==> config.mk <==
export PLATFORM = sky130hd
export DESIGN_NAME = slew_sensing_deesser
export DESIGN_NICKNAME = d
export VERILOG_FILES = /design/src/sv/sdes_pkg.sv /design/src/sv/sdes_mdu.sv /design/src/sv/slew_sensing_deesser.sv
export SDC_FILE = /design/constraint.sdc
export NUM_CORES = 2
export LEC_CHECK = 0
export ABC_AREA = 0
export BUFFER_PORTS_ARGS = -buffer_cell sky130_fd_sc_hd__buf_2
export CELL_PAD_IN_SITES_DETAIL_PLACEMENT = 2
export CELL_PAD_IN_SITES_GLOBAL_PLACEMENT = 2
export CORE_MARGIN = 10
export CORE_UTILIZATION = 35
export CTS_BUF_LIST = sky130_fd_sc_hd__clkbuf_8
export CTS_CLUSTER_DIAMETER = 60
export DETAILED_ROUTE_END_ITERATION = 10
export PLACE_DENSITY = 0.7
export SYNTH_ARGS = -nofsm -noshare
export SYNTH_HDL_FRONTEND = slang
export SYNTH_SLANG_ARGS = --single-unit
==> constraint.sdc <==
create_clock -name clk_i -period 24 [get_ports clk_i]
set_input_delay 1.2 -clock clk_i [delete_from_list [all_inputs] [get_ports clk_i]]
set_output_delay 1.2 -clock clk_i [all_outputs]
set_load 0.05 [all_outputs]
==> src/sv/sdes_pkg.sv <==
`default_nettype none
// ----------------------------------------------------------------------------
// sdes_pkg: shared types and constants of the slew sensing de-esser
// Widths, fixed-point constants, sequencer codes and the request record of
// the shared multiply-divide unit.
// ----------------------------------------------------------------------------
package sdes_pkg;

  localparam int SAMPLE_BITS = 24;
  localparam int FRAC_BITS   = 24;

  localparam int MA_W   = 52;            // multiplicand
  localparam int MB_W   = 40;            // multiplier
  localparam int MD_W   = 41;            // divisor
  localparam int RES_W  = 64;
  localparam int PROD_W = MA_W + MB_W;
  localparam int CNT_W  = 7;

  localparam logic [63:0] ONE_Q = 64'd1 << FRAC_BITS;
  localparam logic [63:0] RECOV = (ONE_Q + 64'd50) / 64'd100;
  localparam logic [63:0] ATT_BASE = ONE_Q << 3;
  // sense = p2 * 1000 / 2197 as p2 * ceil(1000 * 2^42 / 2197) >> 42
  localparam logic [MA_W-1:0] SENSE_RECIP = 52'd2001841834823;
  localparam int              SENSE_SHIFT = 42;

  typedef struct packed {
    logic [MA_W-1:0] a;
    logic [MB_W-1:0] b;
    logic [MD_W-1:0] d;
    logic            div;
  } mdu_req_t;

  typedef enum logic [1:0] {MS_IDLE, MS_MUL, MS_DIV} mdu_st_e;

  typedef enum logic [1:0] {ST_IDLE, ST_ISSUE, ST_WAIT, ST_OUT} seq_st_e;

  typedef enum logic [3:0] {
    OP_PM, OP_P2, OP_SENSE, OP_IG2, OP_T, OP_K, OP_STEP, OP_RATIO, OP_M
  } op_e;

  typedef enum logic [1:0] {
    REG_INTENSITY  = 2'd0,
    REG_MAX_RATIO  = 2'd1,
    REG_IIR_AMOUNT = 2'd2
  } cfg_reg_e;

endpackage
`default_nettype wire

==> src/sv/sdes_mdu.sv <==
`default_nettype none
// ----------------------------------------------------------------------------
// sdes_mdu: shared multiply-divide unit
// Forms a*b one bit a cycle, then either takes bits FRAC_BITS up or divides
// the low 64 bits by d one quotient bit a cycle.
// ----------------------------------------------------------------------------
module sdes_mdu (
  input  wire logic                      clk_i,
  input  wire logic                      rst_ni,
  input  wire logic                      start_i,
  input  wire sdes_pkg::mdu_req_t        req_i,
  output logic                           done_o,
  output logic [sdes_pkg::RES_W-1:0]     res_o
);
  import sdes_pkg::*;

  mdu_st_e            st_q, st_d;
  logic [CNT_W-1:0]   cnt_q, cnt_d;
  logic               done_q, done_d;
  logic [MA_W-1:0]    a_q, a_d;
  logic [MD_W-1:0]    d_q, d_d;
  logic               div_q, div_d;
  logic [MA_W-1:0]    hi_q, hi_d;
  logic [MB_W-1:0]    lo_q, lo_d;
  logic [MD_W-1:0]    rem_q, rem_d;
  logic [RES_W-1:0]   dv_q, dv_d;

  logic [MA_W:0]      sum;
  logic [PROD_W-1:0]  prod;
  logic [MD_W:0]      rem_sh;
  logic [MD_W:0]      rem_sub;
  logic               ge;

  always_comb begin
    sum     = {1'b0, hi_q} + (lo_q[0] ? {1'b0, a_q} : '0);
    prod    = {hi_q, lo_q};
    rem_sh  = {rem_q, dv_q[RES_W-1]};
    ge      = rem_sh >= {1'b0, d_q};
    rem_sub = rem_sh - {1'b0, d_q};

    st_d   = st_q;
    cnt_d  = cnt_q;
    done_d = 1'b0;
    a_d    = a_q;
    d_d    = d_q;
    div_d  = div_q;
    hi_d   = hi_q;
    lo_d   = lo_q;
    rem_d  = rem_q;
    dv_d   = dv_q;

    unique case (st_q)
      MS_IDLE: begin
        if (start_i) begin
          a_d   = req_i.a;
          d_d   = req_i.d;
          div_d = req_i.div;
          hi_d  = '0;
          lo_d  = req_i.b;
          cnt_d = CNT_W'(MB_W);
          st_d  = MS_MUL;
        end
      end
      MS_MUL: begin
        if (cnt_q == '0) begin
          if (div_q) begin
            dv_d  = prod[RES_W-1:0];
            rem_d = '0;
            cnt_d = CNT_W'(RES_W);
            st_d  = MS_DIV;
          end else begin
            dv_d   = prod[FRAC_BITS+RES_W-1:FRAC_BITS];
            done_d = 1'b1;
            st_d   = MS_IDLE;
          end
        end else begin
          hi_d  = sum[MA_W:1];
          lo_d  = {sum[0], lo_q[MB_W-1:1]};
          cnt_d = cnt_q - 1'b1;
        end
      end
      MS_DIV: begin
        if (cnt_q == '0) begin
          done_d = 1'b1;
          st_d   = MS_IDLE;
        end else begin
          rem_d = ge ? rem_sub[MD_W-1:0] : rem_sh[MD_W-1:0];
          dv_d  = {dv_q[RES_W-2:0], ge};
          cnt_d = cnt_q - 1'b1;
        end
      end
      default: st_d = MS_IDLE;
    endcase
  end

  always_ff @(posedge clk_i or negedge rst_ni) begin
    if (!rst_ni) begin
      st_q   <= MS_IDLE;
      cnt_q  <= '0;
      done_q <= 1'b0;
    end else begin
      st_q   <= st_d;
      cnt_q  <= cnt_d;
      done_q <= done_d;
    end
  end

  always_ff @(posedge clk_i) begin
    a_q   <= a_d;
    d_q   <= d_d;
    div_q <= div_d;
    hi_q  <= hi_d;
    lo_q  <= lo_d;
    rem_q <= rem_d;
    dv_q  <= dv_d;
  end

  assign done_o = done_q;
  assign res_o  = dv_q;

endmodule
`default_nettype wire

==> src/sv/slew_sensing_deesser.sv <==
`default_nettype none
// ----------------------------------------------------------------------------
// slew_sensing_deesser: slew sensing de-esser, one stereo frame per item
// A sequencer runs nine operations per channel through one shared
// multiply-divide unit.
// ----------------------------------------------------------------------------
// Sequence: each operation passes through the bit-serial multiplier, and
// each of the two divides per channel then runs through the divider; the
// result is finally loaded into the output register.
// Flow: one item is in work at a time; the next item is taken as soon as
// the result sits in the output register, even if it is not yet taken.
// Reset: history and lowpass levels clear, ratios go to one, phase to zero.
// ----------------------------------------------------------------------------
module slew_sensing_deesser (
  input  wire logic                            clk_i,
  input  wire logic                            rst_ni,
  input  wire logic                            cfg_we_i,
  input  wire logic [1:0]                      cfg_idx_i,
  input  wire logic [29:0]                     cfg_data_i,
  input  wire logic                            s_axis_tvalid,
  output logic                                 s_axis_tready,
  // left_sample, right_sample
  input  wire logic [2*sdes_pkg::SAMPLE_BITS-1:0] s_axis_tdata,
  output logic                                 m_axis_tvalid,
  input  wire logic                            m_axis_tready,
  // left_out, right_out
  output logic [2*sdes_pkg::SAMPLE_BITS-1:0]   m_axis_tdata
);
  import sdes_pkg::*;

  localparam int SB = SAMPLE_BITS;

  seq_st_e            st_q, st_d;
  op_e                op_q, op_d;
  logic               ch_q, ch_d;
  logic               phase_q, phase_d;
  logic               out_valid_q, out_valid_d;
  logic [2*SB-1:0]    out_data_q, out_data_d;
  logic [29:0]        ig_cfg_q, ig_cfg_d;
  logic [23:0]        mr_q, mr_d;
  logic [16:0]        iir_q, iir_d;

  logic signed [SB-1:0] x_q [2];
  logic signed [SB-1:0] x_d [2];
  logic signed [SB-1:0] hnew_q [2];
  logic signed [SB-1:0] hnew_d [2];
  logic signed [SB-1:0] hold_q [2];
  logic signed [SB-1:0] hold_d [2];
  logic signed [SB:0]   lp_q [4];
  logic signed [SB:0]   lp_d [4];
  logic [31:0]          r_q [4];
  logic [31:0]          r_d [4];

  logic [26:0]        pm_q, pm_d;
  logic [29:0]        p2_q, p2_d;
  logic [29:0]        sense_q, sense_d;
  logic [51:0]        ig2_q, ig2_d;
  logic [37:0]        tgt_q, tgt_d;
  logic [24:0]        k_q, k_d;
  logic [SB-1:0]      yl_q, yl_d;
  logic [SB-1:0]      yr_q, yr_d;

  logic               mdu_start;
  mdu_req_t           req;
  logic               mdu_done;
  logic [RES_W-1:0]   res;

  logic [1:0]         idx;
  logic signed [SB:0] xq, s2q, s3q;
  logic signed [SB+1:0] d1, ds, diff;
  logic signed [SB+2:0] dd;
  logic [SB+1:0]      d1_mag, diff_mag;
  logic [SB+2:0]      dd_mag;
  logic [SB:0]        xq_mag;
  logic [SB:0]        one_m_x;
  logic signed [SB:0] lp_cur;
  logic [31:0]        r_cur;
  logic               r_up, r_dn;
  logic [40:0]        att1;
  logic [37:0]        ig;
  logic [24:0]        amt;
  logic [31:0]        cap;
  logic [58:0]        tgt_full;
  logic signed [SB+1:0] lp_sum;
  logic [38:0]        r_t;
  logic [38:0]        r_c;
  logic signed [SB+2:0] y;
  logic signed [SB+1:0] ysh;
  logic [SB-1:0]      y_sat;

  sdes_mdu u_mdu (
    .clk_i   (clk_i),
    .rst_ni  (rst_ni),
    .start_i (mdu_start),
    .req_i   (req),
    .done_o  (mdu_done),
    .res_o   (res)
  );

  always_comb begin
    idx      = {ch_q, phase_q};
    xq       = {x_q[ch_q], 1'b0};
    s2q      = {hnew_q[ch_q], 1'b0};
    s3q      = {hold_q[ch_q], 1'b0};
    d1       = {xq[SB], xq} - {s2q[SB], s2q};
    ds       = {s2q[SB], s2q} - {s3q[SB], s3q};
    dd       = {d1[SB+1], d1} - {ds[SB+1], ds};
    d1_mag   = d1[SB+1] ? (SB+2)'(-d1) : (SB+2)'(d1);
    dd_mag   = dd[SB+2] ? (SB+3)'(-dd) : (SB+3)'(dd);
    xq_mag   = xq[SB] ? (SB+1)'(-xq) : (SB+1)'(xq);
    one_m_x  = (SB+1)'(ONE_Q) - xq_mag;
    lp_cur   = lp_q[idx];
    diff     = {xq[SB], xq} - {lp_cur[SB], lp_cur};
    diff_mag = diff[SB+1] ? (SB+2)'(-diff) : (SB+2)'(diff);
    r_cur    = r_q[idx];
    r_up     = {6'b0, r_cur} < tgt_q;
    r_dn     = r_cur > 32'(ONE_Q);
    att1     = 41'(ATT_BASE) + ({11'b0, sense_q} << 10);
    ig       = {ig_cfg_q, 8'b0};
    amt      = {(iir_q > 17'd65536 ? 17'd65536 : iir_q), 8'b0};
    cap      = {(mr_q < 24'd65536 ? 24'd65536 : mr_q), 8'b0};

    tgt_full = 59'(ONE_Q) + {1'b0, res[57:0]};
    lp_sum   = diff[SB+1] ? ({lp_cur[SB], lp_cur} - {1'b0, res[SB:0]})
                          : ({lp_cur[SB], lp_cur} + {1'b0, res[SB:0]});
    if (r_up) begin
      r_t = {7'b0, r_cur} + res[38:0];
    end else if (r_dn) begin
      r_t = {7'b0, r_cur} - res[38:0];
    end else begin
      r_t = {7'b0, r_cur};
    end
    r_c = (r_t > {7'b0, cap}) ? {7'b0, cap} : r_t;
    if (r_c < 39'(ONE_Q)) begin
      r_c = 39'(ONE_Q);
    end
    y    = diff[SB+1] ? ({{2{lp_cur[SB]}}, lp_cur} - {1'b0, res[SB+1:0]})
                      : ({{2{lp_cur[SB]}}, lp_cur} + {1'b0, res[SB+1:0]});
    ysh  = y[SB+2:1];
    if (ysh[SB+1:SB-1] == 3'b000 || ysh[SB+1:SB-1] == 3'b111) begin
      y_sat = ysh[SB-1:0];
    end else if (ysh[SB+1]) begin
      y_sat = {1'b1, {(SB-1){1'b0}}};
    end else begin
      y_sat = {1'b0, {(SB-1){1'b1}}};
    end

    req = '0;
    req.d = MD_W'(1);
    unique case (op_q)
      OP_PM: begin
        req.a = MA_W'(d1_mag);
        req.b = MB_W'(dd_mag);
      end
      OP_P2: begin
        req.a = MA_W'(pm_q);
        req.b = MB_W'(pm_q);
      end
      OP_SENSE: begin
        req.a = SENSE_RECIP;
        req.b = MB_W'(p2_q);
      end
      OP_IG2: begin
        req.a = MA_W'(ig);
        req.b = MB_W'(ig);
      end
      OP_T: begin
        req.a = ig2_q;
        req.b = MB_W'(sense_q);
      end
      OP_K: begin
        req.a = MA_W'(one_m_x);
        req.b = MB_W'(amt);
      end
      OP_STEP: begin
        req.a = MA_W'(diff_mag);
        req.b = MB_W'(k_q);
      end
      OP_RATIO: begin
        req.div = 1'b1;
        if (r_up) begin
          req.a = MA_W'(tgt_q - {6'b0, r_cur});
          req.b = MB_W'(ONE_Q);
          req.d = att1;
        end else if (r_dn) begin
          req.a = MA_W'(r_cur - 32'(ONE_Q));
          req.b = MB_W'(RECOV);
          req.d = MD_W'(tgt_q) + MD_W'(RECOV);
        end
      end
      OP_M: begin
        req.a   = MA_W'(diff_mag);
        req.b   = MB_W'(ONE_Q);
        req.d   = MD_W'(r_cur);
        req.div = 1'b1;
      end
      default: req = '0;
    endcase
  end

  always_comb begin
    st_d        = st_q;
    op_d        = op_q;
    ch_d        = ch_q;
    phase_d     = phase_q;
    out_valid_d = out_valid_q;
    out_data_d  = out_data_q;
    ig_cfg_d    = ig_cfg_q;
    mr_d        = mr_q;
    iir_d       = iir_q;
    x_d         = x_q;
    hnew_d      = hnew_q;
    hold_d      = hold_q;
    lp_d        = lp_q;
    r_d         = r_q;
    pm_d        = pm_q;
    p2_d        = p2_q;
    sense_d     = sense_q;
    ig2_d       = ig2_q;
    tgt_d       = tgt_q;
    k_d         = k_q;
    yl_d        = yl_q;
    yr_d        = yr_q;
    mdu_start   = 1'b0;
    s_axis_tready = (st_q == ST_IDLE);

    if (cfg_we_i) begin
      unique case (cfg_idx_i)
        REG_INTENSITY:  ig_cfg_d = cfg_data_i;
        REG_MAX_RATIO:  mr_d     = cfg_data_i[23:0];
        REG_IIR_AMOUNT: iir_d    = cfg_data_i[16:0];
        default: ;
      endcase
    end

    if (out_valid_q && m_axis_tready) begin
      out_valid_d = 1'b0;
    end

    unique case (st_q)
      ST_IDLE: begin
        if (s_axis_tvalid) begin
          x_d[0] = s_axis_tdata[SB-1:0];
          x_d[1] = s_axis_tdata[2*SB-1:SB];
          ch_d   = 1'b0;
          op_d   = OP_PM;
          st_d   = ST_ISSUE;
        end
      end
      ST_ISSUE: begin
        mdu_start = 1'b1;
        if (op_q == OP_PM) begin
          hold_d[ch_q] = hnew_q[ch_q];
          hnew_d[ch_q] = x_q[ch_q];
        end
        st_d = ST_WAIT;
      end
      ST_WAIT: begin
        if (mdu_done) begin
          op_d = op_e'(op_q + 4'd1);
          st_d = ST_ISSUE;
          unique case (op_q)
            OP_PM:    pm_d    = res[26:0];
            OP_P2:    p2_d    = res[29:0];
            OP_SENSE: sense_d = res[SENSE_SHIFT-FRAC_BITS +: 30];
            OP_IG2:   ig2_d   = res[51:0];
            OP_T:     tgt_d   = (tgt_full > {21'b0, ig}) ? ig : tgt_full[37:0];
            OP_K:     k_d     = res[24:0];
            OP_STEP:  lp_d[idx] = lp_sum[SB:0];
            OP_RATIO: r_d[idx]  = r_c[31:0];
            OP_M: begin
              op_d = OP_PM;
              if (!ch_q) begin
                yl_d = y_sat;
                ch_d = 1'b1;
              end else begin
                yr_d = y_sat;
                st_d = ST_OUT;
              end
            end
            default: op_d = OP_PM;
          endcase
        end
      end
      ST_OUT: begin
        if (!out_valid_q || m_axis_tready) begin
          out_data_d  = {yr_q, yl_q};
          out_valid_d = 1'b1;
          phase_d     = ~phase_q;
          st_d        = ST_IDLE;
        end
      end
      default: st_d = ST_IDLE;
    endcase
  end

  always_ff @(posedge clk_i or negedge rst_ni) begin
    if (!rst_ni) begin
      st_q        <= ST_IDLE;
      op_q        <= OP_PM;
      ch_q        <= 1'b0;
      phase_q     <= 1'b0;
      out_valid_q <= 1'b0;
      ig_cfg_q    <= 30'd65536;
      mr_q        <= 24'd65536;
      iir_q       <= '0;
      for (int i = 0; i < 2; i++) begin
        hnew_q[i] <= '0;
        hold_q[i] <= '0;
      end
      for (int i = 0; i < 4; i++) begin
        lp_q[i] <= '0;
        r_q[i]  <= 32'(ONE_Q);
      end
    end else begin
      st_q        <= st_d;
      op_q        <= op_d;
      ch_q        <= ch_d;
      phase_q     <= phase_d;
      out_valid_q <= out_valid_d;
      ig_cfg_q    <= ig_cfg_d;
      mr_q        <= mr_d;
      iir_q       <= iir_d;
      hnew_q      <= hnew_d;
      hold_q      <= hold_d;
      lp_q        <= lp_d;
      r_q         <= r_d;
    end
  end

  always_ff @(posedge clk_i) begin
    out_data_q <= out_data_d;
    x_q        <= x_d;
    pm_q       <= pm_d;
    p2_q       <= p2_d;
    sense_q    <= sense_d;
    ig2_q      <= ig2_d;
    tgt_q      <= tgt_d;
    k_q        <= k_d;
    yl_q       <= yl_d;
    yr_q       <= yr_d;
  end

  assign m_axis_tvalid = out_valid_q;
  assign m_axis_tdata  = out_data_q;

endmodule
`default_nettype wire
==> flow_metrics.env <==
export IMPL_nets=7293
export IMPL_syn_area_mm2=0.0670
export IMPL_r2r_cells=25
export IMPL_ys_seq_elements=1051
export IMPL_grt_antenna_before_repair=34
export IMPL_synth_fp_nets=7139
export IMPL_cts_resized=0
export IMPL_ios=135
export IMPL_start_util_pct=35.2
export IMPL_synth_edf_count=637
export IMPL_final_setup_viol_count=0
export IMPL_critPathCaptureType="flip-flop"
export IMPL_port_buffers=134
export IMPL_power_density_mw_per_mm2=153
export IMPL_drt_iter0_markers=4964
export IMPL_r2r_slack_ns=14.39
export IMPL_skew_ns=0.0734
export IMPL_numCtsBuffers=197
export IMPL_async_flop_share_pct=39.4
export IMPL_rows=160
export IMPL_die_h_um=457
export IMPL_drc_errors=0
export IMPL_drt_pass1_iterations=7
export IMPL_vias=56100
export IMPL_path_max_fanout=43
export IMPL_finalCriticalPeriod_ns=9.61
export IMPL_drive_above_1_share_pct=12.7
export IMPL_max_slew_margin_pct=10.9
export IMPL_fin_crit_sh_pct=40.0
export IMPL_ys_flop_type="edfxtp_1"
export IMPL_hold_ws_ns=0.204
export IMPL_hold_class="in -> async"
export IMPL_syn_to_final_growth_pct=11.3
export IMPL_synthTopCellsByArea="edfxtp_1 29%, dfrtp_1 15%, ha_1 6.9%, o21ai_0 3.7%, nand2_1 3.5%"
export IMPL_cp_required_ns=24.85
export IMPL_r2r_end="r_q[125]"
export IMPL_hold_viol=0
export IMPL_clkSlewWorstSetupHoldPaths_ns=0.08
export IMPL_die_area_mm2=0.209
export IMPL_rsz0062_at_grt="false"
export IMPL_status="completed"
export IMPL_vdd_drop_max_uv=221
export IMPL_p_total_mw=11.4
export IMPL_synth_distinct_cells=108
export IMPL_fin_setup_tns_ns=0
export IMPL_maxSlewViolCount=0
export IMPL_crit_path_start_kind="flip-flop"
export IMPL_gp_congestion=0.975
export IMPL_yosysWarnings=0
export IMPL_clk_insertion_delay_late_ns=0.99
export IMPL_antenna_left=0
export IMPL_htreeDepth=4
export IMPL_grt_pass1_vias=60000
export IMPL_cap_violations=0
export IMPL_synthCells=6652
export IMPL_synth_top_area_cell="edfxtp_1"
export IMPL_die_width_um=457
export IMPL_dp_hpwl_um=220000
export IMPL_wire_per_inst_um=30.0
export IMPL_grt_pass1_wl_um=418000
export IMPL_grt_util_all_layers_pct=26.4
export IMPL_wl_um=285000
export IMPL_seq_area_frac_synth_pct=44.0
export IMPL_holdBufCountCts=0
export IMPL_cts_sinks=1051
export IMPL_viasPerCell=5.91
export IMPL_worst_slew_pin_slew_ns=1.32
export IMPL_worstSetupPathType="reg -> reg"
export IMPL_worstPathArrival_ns=10.46
export IMPL_synth_top_area_share_pct=28.6
export IMPL_fmax_mhz=104
export IMPL_r2r_start="ch_q"
export IMPL_cts_root_buf="clkbuf_8"
export IMPL_post_cts_buffers=0
export IMPL_leakage_nw=30.1
export IMPL_grt_max_degree=155
export IMPL_clk_path_buf_depth=3
export IMPL_core_mm2=0.190
export IMPL_grt_overflow=0
export IMPL_syn_avg_cell_area_um2=10.1
export IMPL_cts_tree="built"
## layout by cell type, fill, tap and decap left out, types with 133 or more instances in the layout
cell      instances
a21o_1          136
a21oi_1         372
buf_2           133
clkbuf_8        221
dfrtp_1         406
edfxtp_1        637
ha_1            367
inv_1           440
mux2_2          156
mux2i_1         181
nand2_1         630
nor2_1          427
o21ai_0         495
xnor2_1         249
xor2_1          142
## flip-flops by register name (all words and copies together), names as in the netlist, 25 cells and up
register / count
r_q: 128
ig_cfg_q: 30
u_mdu.res_o: 64
u_mdu.lo_q: 40
ig2_q: 52
m_axis_tdata: 48
hnew_q: 48
p2_q: 30
u_mdu.rem_q: 41
k_q: 25
pm_q: 27
tgt_q: 38
u_mdu.d_q: 41
u_mdu.hi_q: 52
x_q: 48
sense_q: 30
u_mdu.a_q: 52
hold_q: 48
lp_q: 100
## layout make-up
cell class	count	area (um2)
inverters	364	1370
flip-flops and latches	1051	29500
multi-input cells	4933	35000
diodes	10	25.0
well taps	2511	3140
clock buffers	221	3040
clock inverters	145	806
fillers	20500	116000
repair buffers	259	1640
## cell usage after synthesis, types with 119 or more instances
| library cell | count |
|---|---|
| a21o_1 | 137 |
| a21oi_1 | 374 |
| a31oi_1 | 119 |
| clkbuf_1 | 241 |
| dfrtp_1 | 408 |
| edfxtp_1 | 637 |
| ha_1 | 369 |
| inv_1 | 363 |
| mux2_2 | 156 |
| mux2i_1 | 182 |
| nand2_1 | 632 |
| nand3_1 | 130 |
| nor2_1 | 438 |
| o21ai_0 | 497 |
| xnor2_1 | 249 |
| xor2_1 | 142 |
## cell families (layout without fill, tap and decap cells)
group	after synthesis	in the layout	share of synthesized area [%]
adders and majority gates	402	402	7.88
buffers and inverters	668	989	4.00
and+or+nand+nor	1919	1919	14.1
AOI/OAI and AO/OA	1822	1822	17.5
other	0	10	0
muxes	396	396	7.28
xor gates and xnor gates	394	394	5.21
DFF	1051	1051	44.0
## critical path, cell delays in order, from the launching register on
cell and delay [ns]:
dfrtp_4 0.68, buf_4 0.48, mux2_2 0.40, o21ai_1 0.16, buf_4 0.18, inv_1 0.12, ha_1 0.35, nand4_1 0.15
nor4_1 0.94, nand4_1 0.24, o31ai_1 0.22, a31o_2 0.23, buf_4 0.53, o22ai_1 0.13, o21ai_0 0.33, inv_1 0.19
ha_1 0.36, nand4_1 0.15, nor4_1 1.02, nand4_1 0.20, a211o_1 0.32, nor4_2 0.25, o21a_2 0.40, buf_4 0.63
a21oi_1 0.30, o31ai_1 0.35
## stage by stage
step	cell area (um2)	setup slack (ns)	cells	utilization, %
global route	74500	13.93	9488	39.2
detailed placement	70700	14.80	9118	37.2
finish	74600	14.39	9494	39.2
global placement	70700	15.04	9118	37.2
floorplan	67000	15.40	6652	-
CTS	74500	14.80	9484	39.2
## metal layers
metal / vias up / share of wire, % / global-route usage, %
li1: 24900 / - / -
met1: 29100 / 43 / 34.6
met2: 1685 / 46 / 42.9
met3: 471 / 6.1 / 4.58
met4: 16 / 4.6 / 11.3
met5: - / 0.043 / 0
## where the power goes
| part | switching, mW | internal, mW |
|---|---|---|
| logic | 4.62 | 2.24 |
| clock network | 0.863 | 0.876 |
| registers | 0.322 | 2.52 |
## how the worst max path moves through the flow
stage | start | to | slack, ns
final | ch_q | r_q[125] | 14.39
after global routing | phase_q | r_q[125] | 13.93
after CTS | phase_q | r_q[125] | 14.80
after detailed placement | phase_q | r_q[125] | 14.80
after global placement | ch_q | r_q[126] | 15.04
after floorplan | ch_q | u_mdu.lo_q[6] | 15.40
Power figures use the tool's default switching activity.
